## config.mk

```make
export PLATFORM = sky130hd
export DESIGN_NAME = pngu_out
export DESIGN_NICKNAME = d
export VERILOG_FILES = /design/src/rtl/pngu_pkg.sv /design/src/rtl/pngu_out.sv
export SDC_FILE = /design/constraint.sdc
export NUM_CORES = 1
export LEC_CHECK = 0
export BUFFER_PORTS_ARGS = -buffer_cell sky130_fd_sc_hd__buf_2
export CELL_PAD_IN_SITES_DETAIL_PLACEMENT = 1
export CELL_PAD_IN_SITES_GLOBAL_PLACEMENT = 2
export CORE_AREA = 2 2 86 88
export CTS_CLUSTER_SIZE = 8
export DETAILED_ROUTE_END_ITERATION = 6
export DIE_AREA = 0 0 88 90
export PLACE_DENSITY_LB_ADDON = 0.1
export SLEW_MARGIN = 40
export SYNTH_ARGS = -nofsm -noshare
export SYNTH_HDL_FRONTEND = slang
export SYNTH_SLANG_ARGS = --single-unit
```

## constraint.sdc

```tcl
create_clock -name clk -period 1.6 [get_ports clk]
set_input_delay 0.32 -clock clk [delete_from_list [all_inputs] [get_ports clk]]
set_output_delay 0.32 -clock clk [all_outputs]
set_load 0.005 [all_outputs]
```

## src/rtl/pngu_pkg.sv

```systemverilog
package pngu_pkg;

  typedef enum logic [3:0] {
    FMT_G1   = 4'd0,
    FMT_G2   = 4'd1,
    FMT_G4   = 4'd2,
    FMT_G8   = 4'd3,
    FMT_GA   = 4'd4,
    FMT_I1   = 4'd5,
    FMT_I2   = 4'd6,
    FMT_I4   = 4'd7,
    FMT_I8   = 4'd8,
    FMT_RGB  = 4'd9,
    FMT_RGBA = 4'd10
  } fmt_t;

  typedef enum logic [2:0] {
    REG_PIXEL_FORMAT = 3'd0,
    REG_LINE_WIDTH   = 3'd1,
    REG_KEY_ENABLE   = 3'd2,
    REG_KEY_GRAY     = 3'd3,
    REG_KEY_RED      = 3'd4,
    REG_KEY_GREEN    = 3'd5,
    REG_KEY_BLUE     = 3'd6,
    REG_UNUSED       = 3'd7
  } reg_idx_t;

  localparam int ADDR_W = 5;

  typedef struct packed {
    logic [3:0]  pixel_format;
    logic [15:0] line_width;
    logic        key_enable;
    logic [7:0]  key_gray;
    logic [7:0]  key_red;
    logic [7:0]  key_green;
    logic [7:0]  key_blue;
  } cfg_t;

  typedef struct packed {
    logic [7:0] red;
    logic [7:0] green;
    logic [7:0] blue;
    logic [7:0] alpha;
    logic       pal;
    logic       oob;
    logic       last;
    logic       line_end;
  } pix_t;

endpackage

```

## src/rtl/pngu_out.sv

```systemverilog
module pngu_out
  import pngu_pkg::*;
(
  input  logic        clk,
  input  logic        rst,
  input  logic        pix_fire,
  input  pix_t        pix_in,
  output logic        pix_ready,
  input  logic [31:0] rdata,
  output logic        out_valid,
  input  logic        out_ready,
  output logic [7:0]  red,
  output logic [7:0]  green,
  output logic [7:0]  blue,
  output logic [7:0]  alpha,
  output logic        last_of_item,
  output logic        line_end
);

  pix_t pix;

  assign pix_ready = !out_valid || out_ready;

  always_ff @(posedge clk) begin
    if (rst) begin
      out_valid <= 1'b0;
    end else if (pix_ready) begin
      out_valid <= pix_fire;
    end
  end

  always_ff @(posedge clk) begin
    if (pix_ready && pix_fire) begin
      pix <= pix_in;
    end
  end

  always_comb begin
    if (pix.pal) begin
      if (pix.oob) begin
        red   = 8'd0;
        green = 8'd0;
        blue  = 8'd0;
        alpha = 8'd0;
      end else begin
        red   = rdata[31:24];
        green = rdata[23:16];
        blue  = rdata[15:8];
        alpha = rdata[7:0];
      end
    end else begin
      red   = pix.red;
      green = pix.green;
      blue  = pix.blue;
      alpha = pix.alpha;
    end
  end

  assign last_of_item = pix.last;
  assign line_end     = pix.line_end;

endmodule

```

### Yosys cells after proc, flatten, opt, wreduce, memory -nomap -nowiden

Index checks and enable logic that the tools add are counted.

| storage, ports and cells | value |
|---|---|
| bits of input ports | 72 |
| bits in registers | 37 |
| word-level logic and storage cells | 20 |
| output and inout bits | 36 |

| cells by class | value |
|---|---|
| multiplexer cells | 8 |
| reductions and logical operators | 3 |

Operators by type and width:

| kind | number |
|---|---|
| $mux 8 | 8 |
| $logic_and 1x1->1 | 1 |
| $logic_not 1->1 | 1 |
| $logic_or 1x1->1 | 1 |

### Depth between registers and ports, before layout

Gate-level depths: netlist (run 1).

| logic depth | value |
|---|---|
| depth in word-level cells | 3 |
| depth in mapped cells | 3 |
| gate-level depth less buffers | 2 |

### Worst setup path before layout (run 1)

OpenSTA, ideal clock, no wires.

| timing | value |
|---|---|
| path kind | input to register |
| from | input out_ready |
| to | register pix (netlist bit last_of_item) (enable) |
| arrival | 1.363 ns |
| library setup time | 0.397 ns |
| buffers on the path | 0 |
| required time | 1.203 ns |
| stages on the path | 2 |
| path slack | -0.159 ns |
| path through | nand2b_1 -> and2_1 |

| on the way | value |
|---|---|
| cells in the longest elaborated chain, start to end | 2 |

Ends and longest elaborated chain:

| item | RTL line | RTL |
|---|---|---|
| from (decl) | pngu_out.sv:11 | `input logic out_ready,` |
| $logic_or 1x1->1 | pngu_out.sv:22 | `assign pix_ready = !out_valid \|\| out_ready;` |
| $logic_and 1x1->1 | pngu_out.sv:33 | `if (pix_ready && pix_fire) begin` |
| to (signal assigned) | pngu_out.sv:34 | `pix <= pix_in;` |
| to (decl) | pngu_out.sv:20 | `pix_t pix;` |

Every way passes these cells.
A chain may end at the register's enable or synchronous reset.

### Final worst setup path (run 1)

| timing | value |
|---|---|
| from | register pix[3] in the netlist's numbering |
| to | output blue[0] |

| on the way | value |
|---|---|
| cells in the longest elaborated chain, start to end | 1 |

Ends and longest elaborated chain:

| item | RTL line | RTL |
|---|---|---|
| $mux 8 | pngu_out.sv:39 | `if (pix.pal) begin` |
| to (decl) | pngu_out.sv:14 | `output logic [7:0] blue,` |

Every way passes these cells.

==> run summary, run 1 <==
The flow ran to the end, but the final reports show violations. The final reports fail on negative setup slack. The path class of the tightest hold or removal check is in2reg. The minimum setup slack in the final design came out at -0.136 ns.

The post-synthesis average cell area came out at 17.9 sq um. The detailed-routing iteration count for the pre-antenna-repair pass is 4. The number of core rows came out at 31.

The final instance count without filler cells is 297. The combined area of all synthesized cells came out at 1480 sq um. 108 I/O pins were placed. Setup repair after global routing could not meet its margin everywhere. The number of routed nets with antenna violations is 0. The die is 88 um wide. Clock latency on the worst-skew pair, taken at its later pin, is 0.28 ns. The power per cell area is 910 nW/um^2. The nature of the critical path endpoint is an output port. The die area came out at 7920 sq um. The highest attainable clock frequency came out at 576 MHz. The cell depth of the worst hold path came out at 2. At the worst endpoint, the arrival time is 1.42 ns. The wire length per cell came out at 15.7 um. The count of mapped cells out of synthesis came out at 83. The overall track demand over capacity in global routing came out at 0.120.

The initial antenna violation count is 0. Total power for the finished layout comes to 2.06 mW. The number of slew-limit violations in the final report came out at 0. The clock root buffer master is clkbuf_8. STA classifies the critical path startpoint as a register. The endpoint of the worst hold-timing path is out_valid$_SDFFE_PP0P_.

The total length of routed wires came out at 4.67 mm. The hold violation total from the final report came to 0. The register-to-register setup slack is 0.34 ns. The repair_antennas step left the layout with diodes totalling 0. After detailed routing, the number of remaining DRC violations is 0.

The layout overhead on the synthesized area is 52.5%. IR analysis of the VDD net gives a maximum drop of 376 uV. TritonCTS built the clock tree. The clock transition time at the flip-flop clock pins of the worst setup and hold paths is 0.07 ns. The area of the core region came out at 7020 sq um.

The number of cells on the worst reg-to-reg path came out at 2. The worst register-to-register path begins at out_valid$_SDFFE_PP0P_. Counting flops and latches in the post-synthesis netlist gives 37. The number of buffer cells added on primary ports came out at 107.

The maximum number of pins on one net before global-route repair came out at 37. Before CTS, the worst setup slack after placement is -0.0839 ns. The first global-routing pass estimated 6.88 mm of wire. The number of nets produced by synthesis is 155. The setup clock skew after layout came out at 0.00121 ns.

The congestion estimate from routability-driven global placement came to 0.636. The starting utilization of the core area is 0.211. The total number of yosys warnings is 0. After detailed routing, the number of vias per cell comes to 4.10.

For the worst setup path, the data required time is 1.28 ns. The static leakage power is 1.03 nW. The library cell used most frequently in the layout, excluding fill and tap cells, is buf_2. The maximum clock path buffer count is 2. Along the worst path, the maximum fanout reaches 8. The fraction of final layout cells sized beyond drive strength 1 came out at 0.616.

The sequential element share of the synthesized area is 0.742. The total CTS buffers is 5. The H-tree generated during clock tree synthesis spans 2 levels. From bottom edge to top edge, the die measures 90 um. For the pin with the worst max-slew slack, the measured transition is 0.483 ns. In this run the critical register-to-register path is captured at pix[6]$_DFFE_PP_.

The count of maximum capacitance violations came out at 0. The worst max-slew margin expressed relative to the limit is 0.678. The smallest clock period supported by the final layout is computed as 1.74 ns. For this design, the sink count on the clock tree is 37. For this run the aggregate overflow at the end of global routing stands at 0.

The detailed router placed 1219 vias in this run. In this run the most critical hold path is launched from rst. In the final timing run, aggregate negative setup slack is -3.46 ns.

The final worst-path cycle share is 1.08. The final net count came out at 270. The violation count after the first detailed-routing iteration is 69.

The final number of setup-violating endpoints came out at 31. The half-perimeter wire length of the detailed placement result came out at 2.94 mm. Leaving out fill and tap cells, the most frequent cells in the layout are buf_2 (107), edfxtp_1 (36), a22o_1 (31).

Counting tap cells, the placed design contains a total of 284 instances. The kind of critical path is reg2out. The post-layout utilization of the core is 0.322.

The post-synthesis cell type count came out at 12. The number of global-route vias before repair came out at 1320.
## per-layer routing
metal	global-route usage	wire [um]
met4	0.0385	26
met1	0.134	1770
met2	0.211	2510
met3	0.0386	359
met5	0	0
## synthesized netlist by cell type
library cell	count	area [sq um]
edfxtp_1	36	1080
a22o_1	31	272
buf_2	3	15.0
buf_8	3	45.0
inv_1	3	11.3
a21oi_1	1	5.00
and2_1	1	6.26
and2b_4	1	10.0
dfxtp_1	1	20.0
nand2b_1	1	6.26
nand3b_1	1	7.51
o21ai_0	1	5.00
## power breakdown
group          total, mW  switching [mW]  leakage [nW]  internal, mW
sequential          1.15          0.0192         0.357          1.13
combinational      0.320           0.136         0.634         0.184
clock              0.590           0.297        0.0387         0.293
total               2.06           0.452          1.03          1.61
## metrics by stage
stage / cell area, sq um / hold WS, ns
6_report: 2260 / 0.197
4_1_cts: 2260 / 0.185
2_1_floorplan: 1490 / 0.389
3_5_place_dp: 2100 / 0.497
5_1_grt: 2260 / 0.194
3_3_place_gp: 2100 / 0.477
## worst max-delay path, stage by stage, from the launching register on
cell and delay (ns):
edfxtp_1 0.44, buf_6 0.16, and2b_4 0.21, a22o_1 0.21
buf_2 0.12
## final cells by class
class	count	area [sq um]
fill	780	4760
sequential	37	1100
timing repair buffer	111	607
multi-input combinational	40	344
tap	99	124
clock buffer	6	72.6
inverter	3	11.3
clock inverter	1	3.75
## state kept, by name (all words and copies together) (netlist names)
name          count
last_of_item      1
line_end          1
out_valid         1
pix              34
## kinds of logic after synthesis
group	synth area share
and+or+nand+nor	0.0202
DFF	0.742
AOI/OAI and AO/OA	0.190
buffers and inverters	0.0481
## how the worst max path moves through the flow
stage,cells after the start,startpoint,endpoint
2_1_floorplan,2,out_ready,last_of_item$_DFFE_PP_
3_3_place_gp,3,out_ready,pix[29]$_DFFE_PP_
3_5_place_dp,3,out_ready,pix[29]$_DFFE_PP_
4_1_cts,3,pix[2]$_DFFE_PP_,blue[1]
5_1_grt,3,pix[2]$_DFFE_PP_,blue[7]
6_report,4,pix[3]$_DFFE_PP_,blue[0]
## timing repair
item | in CTS | in global routing
buffers inserted | 2 | 0
endpoints found under the setup margin | 31 | 31
cloned | 4 | 0
gates resized for setup | 8 | 0
pin swaps | 0 | 4
hold buffers | 0 | 0
Note: power is estimated with default switching activity, not from simulation.
==> run 2, diff against run 1 <==
--- a/config.mk
+++ b/config.mk
@@ -5,7 +5,7 @@
 export SDC_FILE = /design/constraint.sdc
 export NUM_CORES = 1
 export LEC_CHECK = 0
-export BUFFER_PORTS_ARGS = -buffer_cell sky130_fd_sc_hd__buf_2
+export BUFFER_PORTS_ARGS = -buffer_cell sky130_fd_sc_hd__buf_4
 export CELL_PAD_IN_SITES_DETAIL_PLACEMENT = 1
 export CELL_PAD_IN_SITES_GLOBAL_PLACEMENT = 2
 export CORE_AREA = 2 2 86 88
==> run 2 against run 1 <==
Compared with the run above:
- the run still ends with negative setup slack left
- first-iteration DRC count shrank 59%
- sequential share of layout area shrank 4.8 points
- via count grew 0.90%
- worst hold slack lost 0.010 ns
- register-to-register slack is essentially flat
- sequential power is essentially flat
- die area is the same
- utilization grew 3.6 points
- global-route usage grew 0.16 points
==> run summary, run 2 (synthesized netlist as in run 1, its figures left out) <==
The run finished, with violations left. The final reports fail on negative setup slack. The wire-length estimate of the detail-placed layout is 3.17 mm. The floorplan has 31 rows. The delay of the slowest critical-path stage came out at 0.51 ns. The final global-route overflow total came out at 0. The cell family contributing the most delay on the critical path is flip-flops. The setup clock skew after layout came out at 0.00350 ns.

The number of routed nets with antenna violations came out at 0. 0 antenna diodes ended up in the layout. The total vias in the final route is 1230. The clock latency on the worst-skew pair came out at 0.28 ns. The placer congestion estimate came out at 0.648.

The worst-case setup slack after placement is -0.0824 ns. In the routed layout, each cell is associated on average with a via count of 4.13. The power per cell area is 862 nW/um^2. The clock transition time at the flip-flop clock pins of the worst setup and hold paths is 0.07 ns. The worst setup path is of the reg2out kind.

The highest fanout seen on the critical path is 8. The number of buffer cells added on primary ports is 107. CTS built an H-tree with a depth of 2. Setup violations remaining at the end of the flow were counted as 32.

The static leakage power is 1.10 nW. The library cell contributing the largest single delay on the critical path is edfxtp_1. For this run, global-route usage on met3 was measured as 0.0376. The library cells used most frequently in the layout, excluding fill and tap cells, are buf_4 (108), edfxtp_1 (36), a22o_1 (31).

The minimum setup slack in the final design is -0.135 ns. TritonCTS built the clock tree. The total of hold buffers inserted after clock tree synthesis is 0.

The nature of the critical path endpoint is an output port. The worst register-to-register path ends at pix[27]$_DFFE_PP_. The register-to-register setup slack is 0.34 ns. The layout overhead on the synthesized area came out at 69.4%. Summing internal, switching and leakage power gives 2.17 mW. Dividing the final minimum period by the clock period gives 1.08. The initial antenna violation count came to 0. The clock period minus final worst setup slack is 1.74 ns. The hold violation total from the final report came out at 0.

The initial utilization of the core area, before any placement, comes to 0.211. The detailed-routing iteration count for the pre-antenna-repair pass is 4. The class of the worst hold path is in2reg. The post-placement cell area is 2380 sq um. The total negative slack came out at -3.46 ns.

Setup repair after global routing could not meet its margin everywhere. The die covers 7920 sq um. Summing all multi-input logic gate instances after layout gives 344 sq um. The transition time at the pin with the least slew margin is 0.488 ns. The number of cells on the worst reg-to-reg path is 2.

The worst max-slew margin expressed relative to the limit came out at 0.675. The startpoint identified for the worst register-to-register timing path is out_valid$_SDFFE_PP0P_. The register with the most flip-flops in the layout has 34 of them. The maximum resistive drop on vdd came out at 475 uV. The violation count after the first detailed-routing iteration came out at 28. The met2 track demand over resource in global routing came out at 0.219.

The number of placed I/O pins is 108. Final hold analysis gives a worst-case slack of 0.187 ns. Tracing the worst setup path back leads to its startpoint at pix[3]$_DFFE_PP_. The total length of routed wires is 4.72 mm. pix holds more flip-flops than any other register. The nature of the critical path startpoint is a register.

The overall track demand over capacity in global routing is 0.121. Once layout is done, the placed cells without fillers occupy 2510 sq um. The number of fillers in the final layout came out at 767.

Across the run, the number of max-cap violations was 0. The number of slew-limit violations in the final report came out at 0. The total CTS buffers is 5. Counting along the longest clock path gives a buffer depth of 2.

CTS placed an instance of clkbuf_8 at the clock tree root. The number of global-route vias before repair is 1398. For this run, global-route usage on met1 was measured as 0.135.

The area occupied by registers came out at 1100 sq um. For this run, design rule violations remaining after detail routing come to 0. CTS saw 37 sinks. Together, buffers and inverters on the worst path number 1. The critical path goes through and2b_4 > a22o_1 > buf_4. The arrival time of the worst setup path is 1.42 ns. The maximum number of pins on one net before global-route repair is 37. STA puts the critical path data required time at 1.28 ns. The library cell used most frequently in the layout, excluding fill and tap cells, is buf_4. The area of the core region is 7020 sq um. The wire length per cell came out at 15.8 um. The final net count came out at 270. The wire length of the first global-routing pass is 7.17 mm.

The cell depth of the worst setup path came out at 3. The chip height is 90 um. The global routing stage identified its most utilized layer as met2.

The highest attainable clock frequency came out at 576 MHz. The most critical setup path has its endpoint at alpha[7]. The chip width is 88 um. The fraction of final layout cells sized beyond drive strength 1 is 0.613.
## run 2: final cells by class
class / count / share of cell area
clock buffer: 8 / 0.0319
inverter: 3 / 0.00448
multi-input combinational: 40 / 0.137
sequential: 37 / 0.438
tap: 99 / 0.0493
timing repair buffer: 111 / 0.339
## run 2: timing repair
action | CTS | global route
cloned | 3 | 0
endpoints found under the setup margin | 31 | 32
pin swaps | 0 | 8
resized for setup | 8 | 1
setup buffers | 1 | 1
## run 2: how the worst min path moves through the flow
stage	slack (ns)	from	endpoint	cells past startpoint
finish	0.19	rst	out_valid$_SDFFE_PP0P_	2
floorplan	0.39	rst	out_valid$_SDFFE_PP0P_	1
global placement	0.48	rst	out_valid$_SDFFE_PP0P_	2
CTS	0.18	rst	out_valid$_SDFFE_PP0P_	2
detailed placement	0.48	rst	out_valid$_SDFFE_PP0P_	2
global route	0.18	rst	out_valid$_SDFFE_PP0P_	2
## run 2: per-layer routing
layer	share of wire	vias to the layer above
li1	-	576
met1	0.39	587
met2	0.53	62
met3	0.072	5
met4	0.011	0
met5	0	-
## run 2: where the power goes
group | internal [mW] | leakage [nW] | total [mW] | switching [mW]
Sequential | 1.13 | 0.357 | 1.15 | 0.0207
Combinational | 0.260 | 0.703 | 0.399 | 0.139
Clock | 0.309 | 0.0395 | 0.616 | 0.307
Total | 1.70 | 1.10 | 2.17 | 0.467
## run 2: per-stage QoR
stage	cells	util
after floorplan	83	-
after global placement	285	0.339
after detailed placement	285	0.339
after CTS	297	0.356
after global routing	298	0.358
final	298	0.358
==> run 3, diff against run 2 <==
--- a/config.mk
+++ b/config.mk
@@ -13,6 +13,7 @@
 export DETAILED_ROUTE_END_ITERATION = 6
 export DIE_AREA = 0 0 88 90
 export PLACE_DENSITY_LB_ADDON = 0.1
+export SETUP_SLACK_MARGIN = 0.5
 export SLEW_MARGIN = 40
 export SYNTH_ARGS = -nofsm -noshare
 export SYNTH_HDL_FRONTEND = slang
==> run 3 against run 2 <==
Compared with the run above:
- first-iteration DRC count is 46% lower
- setup slack improved by 0.031 ns
- worst hold slack worse by 0.0051 ns
- the run still ends with negative setup slack left
- sequential share of layout area decreased by 0.83 points
- largest power group unchanged
- final cell count increased by 0.34%
- clock-buffer cell count did not move
- utilization up 0.73 points
- non-clock buffer count shrank 1
- critical path depth grew 1
- clock power rose by 7.5%
- final area increased by 2.0%
- global-route usage fell by 0.67 points
==> run summary, run 3 (synthesized netlist as in run 1, its figures left out) <==
The total length of routed wires came out at 4.77 mm. On the final layout, the worst clock skew is 0.00347 ns. The endpoint identified for the worst register-to-register timing path is pix[33]$_DFFE_PP_.

The required time of the critical path came out at 1.28 ns. The total of hold buffers inserted after clock tree synthesis is 0. The starting utilization of the core area is 0.211. The commonest non-fill, non-tap cell in the layout is buf_4. The register with the most flip-flops in the final layout is pix. The initial antenna violation count is 0. The worst max-slew margin expressed relative to the limit is 0.827.

The area of the core region came out at 7020 sq um. The maximum number of pins on one net before global-route repair is 24. The count of maximum capacitance violations came out at 0. The final reports fail on negative setup slack. The library cells used most frequently in the layout, excluding fill and tap cells, are buf_4 (101), edfxtp_1 (36), a22o_1 (31). In this run the remaining antenna-violating nets after routing total 0. The per-cell via count in the routed design came out at 4.14. The placer congestion estimate is 0.673. The maximum resistive drop on vdd is 406 uV. For hold timing, the worst endpoint is out_valid$_SDFFE_PP0P_. Input and output buffers added on the ports amount to 107. The tree built by TritonCTS fans out to 37 sinks. The nature of the critical path startpoint is a register. The setup check on the worst reg-to-reg path leaves a slack of 0.52 ns.

The sequential cells in the finished layout cover a total of 1100 sq um. In this run the horizontal extent of the chip is 88 um. The transition time at the pin with the least slew margin came out at 0.260 ns. The minimum setup slack in the final design came out at -0.104 ns. The maximum clock path buffer count came out at 2. For this run, the total global-route usage over all layers was measured as 0.115. Dividing the final minimum period by the clock period gives 1.06. From bottom edge to top edge, the die measures 90 um. The number of slew-limit violations in the final report came out at 0. The worst hold path begins at rst.

The number of global-route vias before repair came out at 1303. The power per cell area came out at 868 nW/um^2. In the final design database the tool counted 271 nets. The flip-flop count of the largest register, all copies and words added is 34. The die area is 7920 sq um. For this design the static power due to leakage is 1.12 nW. The cell depth of the worst hold path came out at 2.

The launching point of the worst reg2reg path is out_valid$_SDFFE_PP0P_. The number of antenna diodes in the final layout is 0. The final number of setup-violating endpoints came out at 31. The final routed DRC violation total came out at 0. The layout overhead on the synthesized area came out at 72.8%. The kind of critical path is reg2out.

In this run the worst path has a maximum fanout of 23. The wire length of the first global-routing pass came out at 6.69 mm. The number of fillers in the final layout came out at 774. The hold violation total from the final report is 0. The multi-input combinational cells in the finished layout cover a total of 369 sq um. The total CTS buffers came out at 5. The final global-route overflow total is 0.

Timing would allow up to 587 MHz. The H-tree depth is 2. Data arrives at the worst endpoint at 1.38 ns. Setup repair after global routing could not meet its margin everywhere.

The number of placed I/O pins is 108. The post-layout utilization of the core came out at 0.365. The fraction of final layout cells sized beyond drive strength 1 is 0.630.

The total design power is 2.23 mW. The wire length per cell is 15.9 um. TritonCTS built the clock tree. The first detailed-routing pass took 4 iterations. For this block, the initial DRC count from the detailed router was 15. The routed layout has 1239 vias. The run finished, with violations left. For the worst flop-to-flop path, the logic depth is 2. The clock period minus final worst setup slack is 1.70 ns. STA classifies the critical path endpoint as an output port. Row generation in the floorplan step produced 31 rows.

The tightest min-delay check is of the in2reg type. Clock tree synthesis selected as its root buffer the cell clkbuf_8. The clock latency on the worst-skew pair is 0.28 ns. After clock tree synthesis, the clock-pin slew on the worst setup and hold paths is 0.07 ns.
[run 3: changes by cell type in the layout (fill, tap and decap cells not counted), sizes merged]
cell / previous run / this run
and2: 1 / 3
buf: 111 / 110
[run 3: metrics by stage]
| step | std cells | instance area, sq um | setup slack [ns] | hold slack, ns | setup TNS (ns) |
|---|---|---|---|---|---|
| after floorplan | 83 | 1490 | 0.371 | 0.389 | 0 |
| after global placement | 285 | 2390 | 0.111 | 0.473 | 0 |
| after detailed placement | 285 | 2390 | 0.0915 | 0.482 | 0 |
| after CTS | 298 | 2540 | -0.132 | 0.165 | -3.87 |
| after global routing | 299 | 2560 | -0.195 | 0.173 | -5.53 |
| final | 299 | 2560 | -0.104 | 0.182 | -2.94 |
[run 3: cell type report]
cell class	count	area share
flip-flops and latches	37	0.430
repair buffers	110	0.339
multi-input cells	42	0.144
well taps	99	0.0483
clock buffers	8	0.0351
inverters	3	0.00439
[run 3: worst max path at each step]
stage                to  slack (ns)  depth (start not counted)        startpoint
4_1_cts        green[6]       -0.13                          3  pix[3]$_DFFE_PP_
6_report        blue[4]       -0.10                          4  pix[3]$_DFFE_PP_
5_1_grt        green[1]       -0.19                          4  pix[3]$_DFFE_PP_
2_1_floorplan  alpha[0]        0.37                          3  pix[3]$_DFFE_PP_
3_5_place_dp   green[6]        0.09                          3  pix[2]$_DFFE_PP_
3_3_place_gp     red[0]        0.11                          3  pix[2]$_DFFE_PP_
[run 3: worst max-delay path: stages (launching register included)]
cell,delay [ns]
edfxtp_1,0.49
inv_2,0.10
buf_12,0.17
a22o_1,0.21
buf_4,0.13
[run 3: what timing repair did]
item / in CTS / in global routing
hold endpoints to repair: 0 / 0
gates resized for setup: 13 / 5
setup endpoints to repair: 72 / 54
buffers inserted: 1 / 0
gates cloned: 4 / 1
pin swaps: 2 / 2
[run 3: metal layers]
metal / vias to the layer above / global-route usage / wire length, um
li1: 581 / - / -
met1: 588 / 0.123 / 1750
met2: 66 / 0.209 / 2550
met3: 4 / 0.0450 / 436
met4: 0 / 0.0231 / 31
met5: - / 0 / 0
[run 3: where the power goes]
| part | internal [mW] | switching (mW) | total [mW] | leakage, nW |
|---|---|---|---|---|
| Clock | 0.351 | 0.311 | 0.662 | 0.0455 |
| Sequential | 1.13 | 0.0213 | 1.15 | 0.357 |
| Combinational | 0.270 | 0.143 | 0.413 | 0.721 |
| Total | 1.75 | 0.475 | 2.23 | 1.12 |
